### config.mk
export PLATFORM = sky130hd
export DESIGN_NAME = string_escape_encoder_top
export DESIGN_NICKNAME = d
export VERILOG_FILES = /design/src/sesc_pkg.sv /design/src/sesc_serializer.sv /design/src/string_escape_encoder_top.sv
export SDC_FILE = /design/constraint.sdc
export NUM_CORES = 1
export LEC_CHECK = 0
export ABC_AREA = 0
export BUFFER_PORTS_ARGS = -buffer_cell sky130_fd_sc_hd__buf_4
export CORE_MARGIN = 5
export CORE_UTILIZATION = 40
export DETAILED_ROUTE_END_ITERATION = 7
export PLACE_DENSITY_LB_ADDON = 0.3
export SETUP_SLACK_MARGIN = 0.15
export SYNTH_ARGS = -nofsm -noshare
export SYNTH_HDL_FRONTEND = slang
export SYNTH_HIERARCHICAL = 1
export SYNTH_SLANG_ARGS = --single-unit
### constraint.sdc
create_clock -name clock -period 2.3 [get_ports clock]
set_clock_uncertainty 0.1 [all_clocks]
set_input_delay 0.115 -clock clock [delete_from_list [all_inputs] [get_ports clock]]
set_output_delay 0.115 -clock clock [all_outputs]
set_load 0.03 [all_outputs]
### src/sesc_pkg.sv
package sesc_pkg;

   typedef struct packed {
      logic [7:0] in_byte;
      logic       end_of_string;
   } req_type;

   typedef struct packed {
      logic [7:0] out_byte;
      logic       last_of_item;
      logic       last_of_string;
      logic       was_escaped;
   } rsp_type;

   localparam int unsigned MAX_SEQ  = 4;
   localparam int unsigned IDX_BITS = $clog2(MAX_SEQ);

   // escaped form of one input byte, ready for serializing
   typedef struct packed {
      logic [MAX_SEQ-1:0][7:0] seq_bytes;
      logic [IDX_BITS-1:0]     last_idx;
      logic                    eos;
      logic                    esc;
   } seq_type;

   typedef enum logic [1:0] {
      KIND_COPY   = 2'd0,
      KIND_LETTER = 2'd1,
      KIND_OCTAL  = 2'd2
   } kind_type;

   localparam logic [7:0] CHAR_QUOTE     = 8'h22;
   localparam logic [7:0] CHAR_BACKSLASH = 8'h5C;
   localparam logic [7:0] CHAR_ZERO      = 8'h30;
   localparam logic [7:0] CHAR_N         = 8'h6E;
   localparam logic [7:0] CHAR_T         = 8'h74;
   localparam logic [7:0] CHAR_A         = 8'h61;
   localparam logic [7:0] CHAR_B         = 8'h62;
   localparam logic [7:0] CHAR_V         = 8'h76;
   localparam logic [7:0] CHAR_F         = 8'h66;
   localparam logic [7:0] CHAR_R         = 8'h72;

   localparam logic [7:0] CODE_BEL = 8'd7;
   localparam logic [7:0] CODE_BS  = 8'd8;
   localparam logic [7:0] CODE_TAB = 8'd9;
   localparam logic [7:0] CODE_LF  = 8'd10;
   localparam logic [7:0] CODE_VT  = 8'd11;
   localparam logic [7:0] CODE_FF  = 8'd12;
   localparam logic [7:0] CODE_CR  = 8'd13;

   localparam logic [7:0] PRINT_LO  = 8'h20;
   localparam logic [7:0] PRINT_HI  = 8'h7E;
   localparam logic [7:0] HIGH_BASE = 8'h80;

endpackage

### src/sesc_serializer.sv
module sesc_serializer import sesc_pkg::*; (
   input  logic    clock,
   input  logic    reset,
   input  logic    in_valid,
   output logic    in_ready,
   input  seq_type in_seq,
   output logic    rsp_valid,
   input  logic    rsp_ready,
   output rsp_type rsp_data
);

   logic                hold_valid_ff, hold_valid_in;
   seq_type             hold_ff, hold_in;
   logic [IDX_BITS-1:0] idx_ff, idx_in;
   logic                out_valid_ff, out_valid_in;
   rsp_type             out_ff, out_in;

   logic out_free;
   logic emit;
   logic at_last;

   assign out_free = !out_valid_ff || rsp_ready;
   assign at_last  = (idx_ff == hold_ff.last_idx);
   assign emit     = hold_valid_ff && out_free;
   // a new transaction may load while the final byte of the current one leaves
   assign in_ready = !hold_valid_ff || (emit && at_last);

   always_comb begin
      hold_valid_in = hold_valid_ff;
      hold_in       = hold_ff;
      idx_in        = idx_ff;
      out_valid_in  = out_valid_ff;
      out_in        = out_ff;
      if (out_free) begin
         out_valid_in = 1'b0;
      end
      if (emit) begin
         out_valid_in          = 1'b1;
         out_in.out_byte       = hold_ff.seq_bytes[idx_ff];
         out_in.last_of_item   = at_last;
         out_in.last_of_string = at_last && hold_ff.eos;
         out_in.was_escaped    = hold_ff.esc;
         idx_in                = idx_ff + 1'b1;
         if (at_last) begin
            hold_valid_in = 1'b0;
         end
      end
      if (in_valid && in_ready) begin
         hold_valid_in = 1'b1;
         hold_in       = in_seq;
         idx_in        = '0;
      end
   end

   always_ff @(posedge clock) begin
      if (reset) begin
         hold_valid_ff <= 1'b0;
         out_valid_ff  <= 1'b0;
         idx_ff        <= '0;
      end else begin
         hold_valid_ff <= hold_valid_in;
         out_valid_ff  <= out_valid_in;
         idx_ff        <= idx_in;
      end
   end

   always_ff @(posedge clock) begin
      hold_ff <= hold_in;
      out_ff  <= out_in;
   end

   assign rsp_valid = out_valid_ff;
   assign rsp_data  = out_ff;

endmodule

### src/string_escape_encoder_top.sv
// channel   direction  handshake           payload
// req       in         req_valid/req_ready req_data   (in_byte, end_of_string)
// rsp       out        rsp_valid/rsp_ready rsp_data   (out_byte, flags)
// csr       in         csr_we              csr_wdata  (high_bits_printable)
//
// four register stages: input, classify, sequence build, serializer with output register
// a byte yields 1 to 4 output bytes (copied 1, letter escape 2, octal 2 to 4), sent by the
// serializer, one byte per cycle unless rsp stalls; rsp_valid is registered at the output
// synchronous active-high reset clears valid bits and the csr register
// stalls on rsp back up stage by stage; no transaction is dropped or repeated
module string_escape_encoder_top import sesc_pkg::*; (
   input  logic    clock,
   input  logic    reset,
   input  logic    req_valid,
   output logic    req_ready,
   input  req_type req_data,
   output logic    rsp_valid,
   input  logic    rsp_ready,
   output rsp_type rsp_data,
   input  logic    csr_we,
   input  logic    csr_wdata
);

   logic cfg_ff, cfg_in;

   // stage 1: input register
   logic    s1_valid_ff, s1_valid_in;
   req_type s1_req_ff, s1_req_in;
   logic    s1_ready;

   // stage 2: classified byte
   logic       s2_valid_ff, s2_valid_in;
   logic [7:0] s2_byte_ff, s2_byte_in;
   logic       s2_eos_ff, s2_eos_in;
   kind_type   s2_kind_ff, s2_kind_in;
   logic [7:0] s2_letter_ff, s2_letter_in;
   logic       s2_ready;

   logic    s3_ready;
   seq_type s2_seq;

   logic [7:0] letter;
   logic       printable;

   assign cfg_in = csr_we ? csr_wdata : cfg_ff;

   assign s2_ready  = !s2_valid_ff || s3_ready;
   assign s1_ready  = !s1_valid_ff || s2_ready;
   assign req_ready = s1_ready;

   always_comb begin
      s1_valid_in = s1_valid_ff;
      s1_req_in   = s1_req_ff;
      if (s1_ready) begin
         s1_valid_in = req_valid;
         s1_req_in   = req_data;
      end
   end

   // classify
   always_comb begin
      case (s1_req_ff.in_byte)
         CHAR_QUOTE:     letter = CHAR_QUOTE;
         CHAR_BACKSLASH: letter = CHAR_BACKSLASH;
         CODE_LF:        letter = CHAR_N;
         CODE_TAB:       letter = CHAR_T;
         CODE_BEL:       letter = CHAR_A;
         CODE_BS:        letter = CHAR_B;
         CODE_VT:        letter = CHAR_V;
         CODE_FF:        letter = CHAR_F;
         CODE_CR:        letter = CHAR_R;
         default:        letter = 8'd0;
      endcase
      printable = ((s1_req_ff.in_byte >= PRINT_LO) && (s1_req_ff.in_byte <= PRINT_HI))
                  || ((s1_req_ff.in_byte >= HIGH_BASE) && cfg_ff);
   end

   always_comb begin
      s2_valid_in  = s2_valid_ff;
      s2_byte_in   = s2_byte_ff;
      s2_eos_in    = s2_eos_ff;
      s2_kind_in   = s2_kind_ff;
      s2_letter_in = s2_letter_ff;
      if (s2_ready) begin
         s2_valid_in  = s1_valid_ff;
         s2_byte_in   = s1_req_ff.in_byte;
         s2_eos_in    = s1_req_ff.end_of_string;
         s2_letter_in = letter;
         if (letter != 8'd0) begin
            s2_kind_in = KIND_LETTER;
         end else if (printable) begin
            s2_kind_in = KIND_COPY;
         end else begin
            s2_kind_in = KIND_OCTAL;
         end
      end
   end

   // sequence build
   always_comb begin
      logic [7:0] d2, d1, d0;
      d2 = CHAR_ZERO | {6'd0, s2_byte_ff[7:6]};
      d1 = CHAR_ZERO | {5'd0, s2_byte_ff[5:3]};
      d0 = CHAR_ZERO | {5'd0, s2_byte_ff[2:0]};
      s2_seq           = '0;
      s2_seq.eos       = s2_eos_ff;
      s2_seq.esc       = 1'b1;
      s2_seq.seq_bytes[0] = CHAR_BACKSLASH;
      case (s2_kind_ff)
         KIND_COPY: begin
            s2_seq.seq_bytes[0] = s2_byte_ff;
            s2_seq.last_idx     = IDX_BITS'(0);
            s2_seq.esc          = 1'b0;
         end
         KIND_LETTER: begin
            s2_seq.seq_bytes[1] = s2_letter_ff;
            s2_seq.last_idx     = IDX_BITS'(1);
         end
         KIND_OCTAL: begin
            if (s2_byte_ff[7:6] != 2'd0) begin
               s2_seq.seq_bytes[1] = d2;
               s2_seq.seq_bytes[2] = d1;
               s2_seq.seq_bytes[3] = d0;
               s2_seq.last_idx     = IDX_BITS'(3);
            end else if (s2_byte_ff[5:3] != 3'd0) begin
               s2_seq.seq_bytes[1] = d1;
               s2_seq.seq_bytes[2] = d0;
               s2_seq.last_idx     = IDX_BITS'(2);
            end else begin
               s2_seq.seq_bytes[1] = d0;
               s2_seq.last_idx     = IDX_BITS'(1);
            end
         end
         default: begin
            s2_seq.last_idx = IDX_BITS'(0);
         end
      endcase
   end

   always_ff @(posedge clock) begin
      if (reset) begin
         cfg_ff      <= 1'b0;
         s1_valid_ff <= 1'b0;
         s2_valid_ff <= 1'b0;
      end else begin
         cfg_ff      <= cfg_in;
         s1_valid_ff <= s1_valid_in;
         s2_valid_ff <= s2_valid_in;
      end
   end

   always_ff @(posedge clock) begin
      s1_req_ff    <= s1_req_in;
      s2_byte_ff   <= s2_byte_in;
      s2_eos_ff    <= s2_eos_in;
      s2_kind_ff   <= s2_kind_in;
      s2_letter_ff <= s2_letter_in;
   end

   sesc_serializer u_serializer (
      .clock     (clock),
      .reset     (reset),
      .in_valid  (s2_valid_ff),
      .in_ready  (s3_ready),
      .in_seq    (s2_seq),
      .rsp_valid (rsp_valid),
      .rsp_ready (rsp_ready),
      .rsp_data  (rsp_data)
   );

`ifndef SYNTHESIS
   a_eos_on_last: assert property (@(posedge clock) disable iff (reset)
      rsp_valid && rsp_data.last_of_string |-> rsp_data.last_of_item)
      else $error("last_of_string without last_of_item");

   a_copy_single: assert property (@(posedge clock) disable iff (reset)
      rsp_valid && !rsp_data.was_escaped |-> rsp_data.last_of_item)
      else $error("copied byte produced more than one result");

   a_s2_hold: assert property (@(posedge clock) disable iff (reset)
      s2_valid_ff && !s3_ready |=> s2_valid_ff && $stable(s2_byte_ff))
      else $error("stage 2 transaction lost under stall");
`endif

endmodule
; ---- Yosys cells after proc, flatten, opt, wreduce, memory -nomap -nowiden
; Cells that the tools add are included.
[totals]
ff_bits = 82
output_inout_bits = 13
word_cells = 87
[classes]
addsub = 1
order_cmp = 4
eq_ne = 12
n_mux = 18
bitwise = 1
n_reduce_logical = 26
[ops]
columns = op, count
row1 = $pmux W7 S9, 1
row2 = $eq A8 B4 Y1 const B, 6
row3 = $bmux W8 S2, 1
row4 = $pmux W8 S2, 1
row5 = $mux W14, 1
row6 = $mux W6, 2
row7 = $eq A8 B3 Y1 const B, 1
row8 = $eq A8 B6 Y1 const B, 1
row9 = $eq A8 B7 Y1 const B, 1
row10 = $ge A8 B6 Y1 const B, 1
row11 = $ge A8 B8 Y1 const B, 1
row12 = $le A8 B7 Y1 const B, 1
row13 = $mux W8, 1
row14 = $reduce_bool A2 Y1, 4
row15 = $reduce_bool A8 Y1, 1
row16 = $logic_and A1 B1 Y1, 6
row17 = $mux W1, 6
row18 = $mux W2, 3
row19 = $logic_or A1 B1 Y1, 5
row20 = $logic_not A1 Y1, 4
row21 = $pmux W2 S2, 1
row22 = $reduce_and A2 Y1, 2
row23 = $reduce_or A2 Y1, 2
row24 = $lt A2 B3 Y1 const B, 1
row25 = other kinds (8), 8

; ---- Longest topological paths before layout
; Gate-level depths: netlist (run 1).
[logic_depth]
word_depth = 8
depth_mapped = 5
depth_no_buf = 5

; ---- Cells and area by module
; The synthesis (run 1) kept the hierarchy.
[by_module_without_submodules]
columns = module, instances, cells_per_inst, area_per_inst_um2, seq_area_each_um2
row1 = sesc_serializer, 1, 83, 1829.3, 1491.4
row2 = string_escape_encoder_top, 1, 145, 1564.0, 870.8

; ---- Least setup slack after synthesis (run 1)
; Ideal clock, no wire load.
[synth_timing]
path_kind = flip-flop to flip-flop
from = register u_serializer.out_valid_ff, in the netlist u_serializer/rsp_valid
to = register u_serializer/hold_ff[0] (netlist name), enable pin
setup_ns = 0.397
t_arrival_ns = 1.907
required_time_ns = 1.803
setup_slack_ns = -0.103
path_stages_with_launch = 4
period_less_slack_ns = 2.403
cell_sequence = dfxtp_1 -> nor2b_1 -> o31ai_2 -> and2_1
[synth_between]
elab_chain_len = 6
[synth_rtl]
columns = element, line
row1 = "start, declared", sesc_serializer.sv:15  ; logic out_valid_ff, out_valid_in;
row2 = "start signal, assigned", sesc_serializer.sv:62  ; out_valid_ff <= out_valid_in;
row3 = $logic_not A1 Y1, sesc_serializer.sv:22  ; assign out_free = !out_valid_ff || rsp_ready;
row4 = $logic_or A1 B1 Y1, sesc_serializer.sv:22
row5 = $logic_and A1 B1 Y1, sesc_serializer.sv:24  ; assign emit = hold_valid_ff && out_free;
row6 = $logic_and A1 B1 Y1, sesc_serializer.sv:26  ; assign in_ready = !hold_valid_ff || (emit && at_last);
row7 = $logic_or A1 B1 Y1, sesc_serializer.sv:26
row8 = via s3_ready, string_escape_encoder_top.sv:39  ; logic s3_ready;
row9 = $logic_and A1 B1 Y1, sesc_serializer.sv:48  ; if (in_valid && in_ready) begin
row10 = "end signal, assigned", sesc_serializer.sv:68  ; hold_ff <= hold_in;
row11 = "end, declared", sesc_serializer.sv:13  ; seq_type hold_ff, hold_in;
; The timed path passes the listed nets, and every way through them passes these cells.
; A chain may end at the register's enable or synchronous reset.

; ---- Worst setup path in the final report (run 1)
[layout_timing]
from = register u_serializer/hold_ff[3] (netlist name)
to = output req_ready
[layout_between]
elab_chain_len = 5
[layout_rtl]
columns = element, line
row1 = $eq A2 B2 Y1, sesc_serializer.sv:23  ; assign at_last = (idx_ff == hold_ff.last_idx);
row2 = $logic_and A1 B1 Y1, sesc_serializer.sv:26
row3 = $logic_or A1 B1 Y1, sesc_serializer.sv:26
row4 = via s3_ready, string_escape_encoder_top.sv:39
row5 = $logic_or A1 B1 Y1, string_escape_encoder_top.sv:47  ; assign s2_ready = !s2_valid_ff || s3_ready;
row6 = $logic_or A1 B1 Y1, string_escape_encoder_top.sv:48  ; assign s1_ready = !s1_valid_ff || s2_ready;
row7 = "end, declared", string_escape_encoder_top.sv:15  ; output logic req_ready,
; The timed path passes the listed nets, and every way through them passes these cells.

==> key figures, run 1 <==
Drt
  • Routed vias: 1,913
  • Final ANT Viol Nets: 0
  • Drt drc: 0
  • Final WL: 5.36 mm
  • WL/cell: 13.7 um
  • Met3 wire length: 223 um
  • Met2 wire len: 2.62 mm
  • Drt first pass iters: 4
  • Initial DRC Count: 63
  • M1 wire length: 2.41 mm
  • Highest metal used: met4
  • Vias/cell: 4.88

Floorplan
  • Initial core utilization: 41.1%
  • Chip width: 102 um
  • Die Footprint: 10,400 sq um
  • # rows: 33
  • Core area: 8260 sq um
  • Die Y: 102 um
  • # IOs: 28

Critical path
  • WS Path Type: reg -> out
  • WP buf/inv: 1
  • CP Cell Sequence: xor2_1 > o31ai_2 > nor2b_2 > nand2_2 > buf_4
  • Worst reg-to-reg path cell count: 4
  • Worst setup EP type: output pin
  • Delay-heaviest family, CP: flip-flops
  • WP depth: 5
  • Slowest CP cell: edfxtp_1
  • Worst EP arrival: 1.76 ns
  • Crit path largest cell delay: 0.38 ns
  • WP data required: 2.09 ns
  • CP Launch Type: register
  • Max FO, Critical Path: 10

Finish
  • Area of the multi-input gates: 987 sq um
  • Fillers: 731
  • Layout overhead on the synthesized area: 20.4%
  • Commonest non-fill, non-tap cell in the layout: edfxtp_1
  • Ant. Diodes: 0
  • Fin nets: 300
  • Register area: 2360 sq um
  • Post-Layout Cell Count: 392
  • Fraction of layout cells with a size suffix above 1: 23.0%
  • Most frequent cells in the layout: edfxtp_1, buf_4, nor2_1, dlygate4sd3_1, nand2_1
  • Post-Layout Inst Area: 4090 sq um

Min path
  • Hold path depth: 0
  • HP Class: reg -> reg

Global routing
  • Vias in the first global route: 1,857
  • Grt total ovfl: 0
  • Gr usage total: 11.5%
  • First-pass GRT wire length: 8.88 mm
  • Initial antenna violation count: 0
  • Largest net degree at the start of global routing: 36

Yosys
  • Number of synthesized flops with an enable pin: 74
  • Async SR Flop Fraction: 0%
  • Cells after synthesis: 228
  • Synthesized flop and latch total: 81
  • Synthesized area: 3390 sq um
  • Yosys warnings: 6
  • Post-synthesis sequential area ratio: 69.6%
  • Prevailing post-synth register cell: edfxtp_1
  • Cell variety after synth: 43
  • Synth Area per Inst: 14.9 sq um

Clock network
  • Longest Clk Path Bufs: 2
  • Root Driver: clkbuf_8
  • Number of setup buffers added after CTS: 0
  • Clock sinks: 81
  • Clk pin slew, worst setup/hold paths: 0.08 ns
  • Clock Latency Late Sink: 0.34 ns
  • CTS Buf Count: 9
  • Max H-tree Level: 3
  • CTS tree: done

Timing
  • Period Utilization, post-route: 85.7%
  • Worst-margin pin slew: 0.518 ns
  • Max-slew violation count: 0
  • Fmax achieved: 507 MHz
  • Final hold vios: 0
  • Fin crit period: 1.97 ns
  • RSZ-0062 raised after global routing: no
  • Setup TNS: 0 ns
  • Final setup vio count: 0
  • Slew HR: 65.5%

Pwr
  • Worst vdd ir: 0.300 mV
  • Design Power: 2.87 mW
  • Pleak: 1.48 nW
  • PwrDens: 702 nW/um^2

Placement
  • # port buffers: 27
  • GP Congestion: 0.817
  • Area of placed instances: 3760 sq um
  • DP HPWL: 3.67 mm
  • Placed insts: 362

Job
  • Total of max-cap violations: 0

Status
  • Status: complete, no violations
power by group:
part           leakage (nW)  switching (mW)  internal, mW
Combinational         0.595           0.112         0.116
Clock                0.0894           0.470         0.449
Sequential            0.793          0.0451          1.68
Total                  1.48           0.627          2.24
registers in the layout (all words and copies together) (netlist names):
name,count
u_serializer/rsp_data,11
s2_kind_ff,2
s2_letter_ff,7
u_serializer/rsp_valid,1
u_serializer/hold_ff,36
u_serializer/hold_valid_ff,1
s1_valid_ff,1
s2_byte_ff,8
s2_valid_ff,1
s2_eos_ff,1
u_serializer/idx_ff,2
cfg_ff,1
s1_req_ff,9
path summary, 6_finish.rpt:
path,from,endpoint,slack (ns)
max,u_serializer/hold_ff[3],req_ready,0.33
min,s2_eos_ff,u_serializer/hold_ff[1],0.32
max reg2reg,u_serializer/hold_ff[3],u_serializer/hold_ff[23],0.52
min reg2reg,s2_eos_ff,u_serializer/hold_ff[1],0.32
metrics by stage:
step | setup slack [ns] | hold WS, ns | util, %
2_1_floorplan | 0.266 | 0.0812 | -
3_3_place_gp | 0.511 | 0.194 | 45.5
3_5_place_dp | 0.494 | 0.194 | 45.5
4_1_cts | 0.165 | 0.324 | 49.4
5_1_grt | 0.181 | 0.339 | 49.5
6_report | 0.329 | 0.322 | 49.5
synthesized netlist by cell type, drive strengths merged, types with 4 or more instances:
cell type  number  share of area [%]
and3            7                1.3
nor2b           7                1.3
dfxtp           7                4.1
and2            9                1.7
o21ai           7                1.0
a21boi          4               0.88
nand2          15                1.7
nand3          10                1.5
inv             6               0.66
buf             6                1.2
nor2           14                1.5
mux4            8                5.3
nand2b          5               0.92
edfxtp         74                 65
nor4            4                1.2
a21oi          11                1.6
final cells by class:
cell class                 instances  share of cell area, %
inverter                           6                  0.551
clock inverter                     3                  0.429
multi-input combinational        138                   24.2
tap                              105                   3.22
clock buffer                      13                   3.89
sequential                        81                   57.8
timing repair buffer              46                   9.92
kinds of logic after synthesis:
kind of cell / Yosys count / synth area share [%]
and+or+nand+nor: 79 / 12.9
adders and majority gates: 3 / 1.11
AOI/OAI and AO/OA: 34 / 6.78
muxes: 11 / 6.19
other: 1 / 0.111
xor gates and xnor gates: 4 / 1.03
buffers and inverters: 15 / 2.21
DFF: 81 / 69.6
metal layers:
layer	global-route usage, %	vias to the layer above
met3	2.87	8
met5	0	-
li1	-	963
met1	14.7	910
met2	17.9	32
met4	6.56	0
repair_timing:
item / 4_1_cts / 5_1_grt
gates cloned: 0 / 0
gates resized for setup: 1 / 2
hold endpoints to repair: 16 / 0
endpoints found under the setup margin: 1 / 1
hold buffers: 14 / 0
No activity file was read; power rests on OpenSTA's default activity.
==> inputs of run 2 (changes only) <==
- BUFFER_PORTS_ARGS: -buffer_cell sky130_fd_sc_hd__buf_4 -> -buffer_cell sky130_fd_sc_hd__buf_2
- PLACE_DENSITY_LB_ADDON: 0.3 -> not set
==> key figures, run 2 (synthesized netlist as in run 1, its figures left out) <==
Drt
  • Vias/cell: 4.95 (+1.4%)
  • Initial DRC Count: 76 (+21%)
  • Drt first pass iters: 4 (unchanged)
  • Routed vias: 1,954 (+2.1%)
  • Drt drc: 0 (unchanged)
  • Final ANT Viol Nets: 0 (unchanged)
  • WL/cell: 14.2 um (+4.0%)
  • Final WL: 5.62 mm (+4.8%)

Critical path
  • RR Startpoint: u_serializer/hold_ff[2]
  • Reg2Reg Capture Point: s1_valid_ff
  • Max FO, Critical Path: 10 (unchanged)
  • Capture point of the critical path: req_ready
  • Worst EP arrival: 1.83 ns (+0.07 ns)
  • Worst setup EP type: output pin
  • R2r setup slk: 0.30 ns (-0.22 ns)
  • CP Launch Type: register
  • Crit path launch: u_serializer/hold_ff[2]
  • Worst reg-to-reg path cell count: 6 (+2)
  • WS Path Type: reg -> out
  • WP data required: 2.09 ns (about the same)

Clock network
  • Longest Clk Path Bufs: 2 (unchanged)
  • Clk pin slew, worst setup/hold paths: 0.08 ns (about the same)
  • Max H-tree Level: 3 (unchanged)
  • Clock sinks: 81 (unchanged)
  • CTS tree: done
  • Root Driver: clkbuf_8
  • Clock Latency Late Sink: 0.35 ns (about the same)
  • CTS Buf Count: 9 (unchanged)

Timing
  • Period Utilization, post-route: 88.7% (+3.0 points)
  • Post-route setup slack: 0.259 ns (-0.0696 ns)
  • Final setup vio count: 0 (unchanged)
  • Fin Hold WS: 0.323 ns (+0.000916 ns)
  • Fmax achieved: 490 MHz (-3.4%)
  • Fin crit period: 2.04 ns (+0.0696 ns)
  • Max-slew violation count: 0 (unchanged)
  • Setup TNS: 0 ns (unchanged)
  • RSZ-0062 raised after global routing: no
  • Worst-margin pin slew: 0.573 ns (+0.0548 ns)
  • Final hold vios: 0 (unchanged)
  • Slew HR: 61.8% (-3.7 points)

Pwr
  • Switching Share: 22.3% (+0.39 points)
  • Worst vdd ir: 0.286 mV (-4.5%)
  • PwrDens: 730 nW/um^2 (+4.0%)
  • Design Power: 2.97 mW (+3.6%)
  • Logic pwr share: 7.5% (-0.5 points)
  • P_int: 2.31 mW (+3.1%)
  • Pleak: 1.48 nW (+0.48%)
  • NetSw: 0.662 mW (+5.5%)
  • Clock power frac: 34.6% (+2.6 points)
  • Register share of total power: 57.9% (-2.1 points)

Status
  • Status: complete, no violations

Floorplan
  • Die Footprint: 10,400 sq um (unchanged)
  • Initial core utilization: 41.1% (unchanged)
  • Die Y: 102 um (unchanged)
  • Chip width: 102 um (unchanged)
  • # IOs: 28 (unchanged)
  • Core area: 8260 sq um (unchanged)
  • # rows: 33 (unchanged)

Finish
  • Commonest non-fill, non-tap cell in the layout: edfxtp_1
  • Layout overhead on the synthesized area: 19.9%
  • Most frequent cells in the layout: edfxtp_1, buf_2, dlygate4sd3_1
  • Fin nets: 303 (+1.0%)
  • Fraction of layout cells with a size suffix above 1: 23.1% (+0.11 points)
  • Max FFs per register: 36 (unchanged)
  • Ant. Diodes: 0 (unchanged)
  • Biggest register: u_serializer/hold_ff

Global routing
  • Grt total ovfl: 0 (unchanged)
  • Gr usage total: 11.9% (+0.45 points)
  • Vias in the first global route: 1,938 (+4.4%)
  • First-pass GRT wire length: 9.36 mm (+5.4%)
  • Initial antenna violation count: 0 (unchanged)
  • Largest net degree at the start of global routing: 37 (+2.8%)

Placement
  • # port buffers: 27 (unchanged)
  • DP HPWL: 3.81 mm (+3.7%)
  • Dpl ws: 0.499 ns (+0.00486 ns)
  • GP Congestion: 0.844 (+3.2%)

Min path
  • HP Class: reg -> reg

Job
  • Total of max-cap violations: 0 (unchanged)
-- run 2: through the flow --
stage	cells	utilization (%)	area, sq um
after CTS	394	49.1	4060
final	395	49.3	4070
after global placement	362	44.7	3690
after global routing	395	49.3	4070
after floorplan	234	-	3420
after detailed placement	362	44.7	3690
-- run 2: cell type report --
class / count / area, sq um
Clock buffer: 13 / 181
Clock inverter: 3 / 20.0
Fill cell: 736 / 4190
Inverter: 6 / 22.5
Multi-Input combinational cell: 138 / 987
Sequential cell: 81 / 2360
Tap cell: 105 / 131
Timing Repair Buffer: 49 / 365
-- run 2: worst min-delay path by stage --
stage,to,slack [ns],from,depth (start not counted)
floorplan,u_serializer/idx_ff[1],0.08,reset,1
global placement,s1_req_ff[7],0.19,req_data[7],1
global route,s2_eos_ff,0.34,s1_req_ff[0],0
finish,s2_eos_ff,0.32,s1_req_ff[0],0
detailed placement,s1_req_ff[7],0.19,req_data[7],1
CTS,s2_eos_ff,0.32,s1_req_ff[0],0
-- run 2: timing repair --
action / in CTS / in global routing
setup buffers: 0 / 1
setup endpoints to repair: 1 / 2
endpoints found under the hold margin: 16 / 0
hold buffers: 16 / 0
resized for setup: 1 / 2
pin swaps: 0 / 1
-- run 2: per-layer routing --
metal	routed length, um	global-route usage [%]
met2	2670	18.7
met3	200	3.14
met1	2630	15.3
met4	127	6.16
met5	0	0
-- run 2: worst max-delay path: stages, from the launching register on --
cell      delay, ns
edfxtp_1       0.41
xor2_1         0.18
o31ai_2        0.32
nor2b_2        0.11
nand2_2        0.21
buf_2          0.24
-- run 2: power groups by stage --
stage | combinational, mW | sequential (mW) | clock, mW
after floorplan | 0.141 | 1.75 | 0
after global placement | 0.199 | 1.75 | 0
after detailed placement | 0.202 | 1.76 | 0
after CTS | 0.224 | 1.72 | 1.06
after global routing | 0.250 | 1.73 | 1.11
final | 0.223 | 1.72 | 1.03
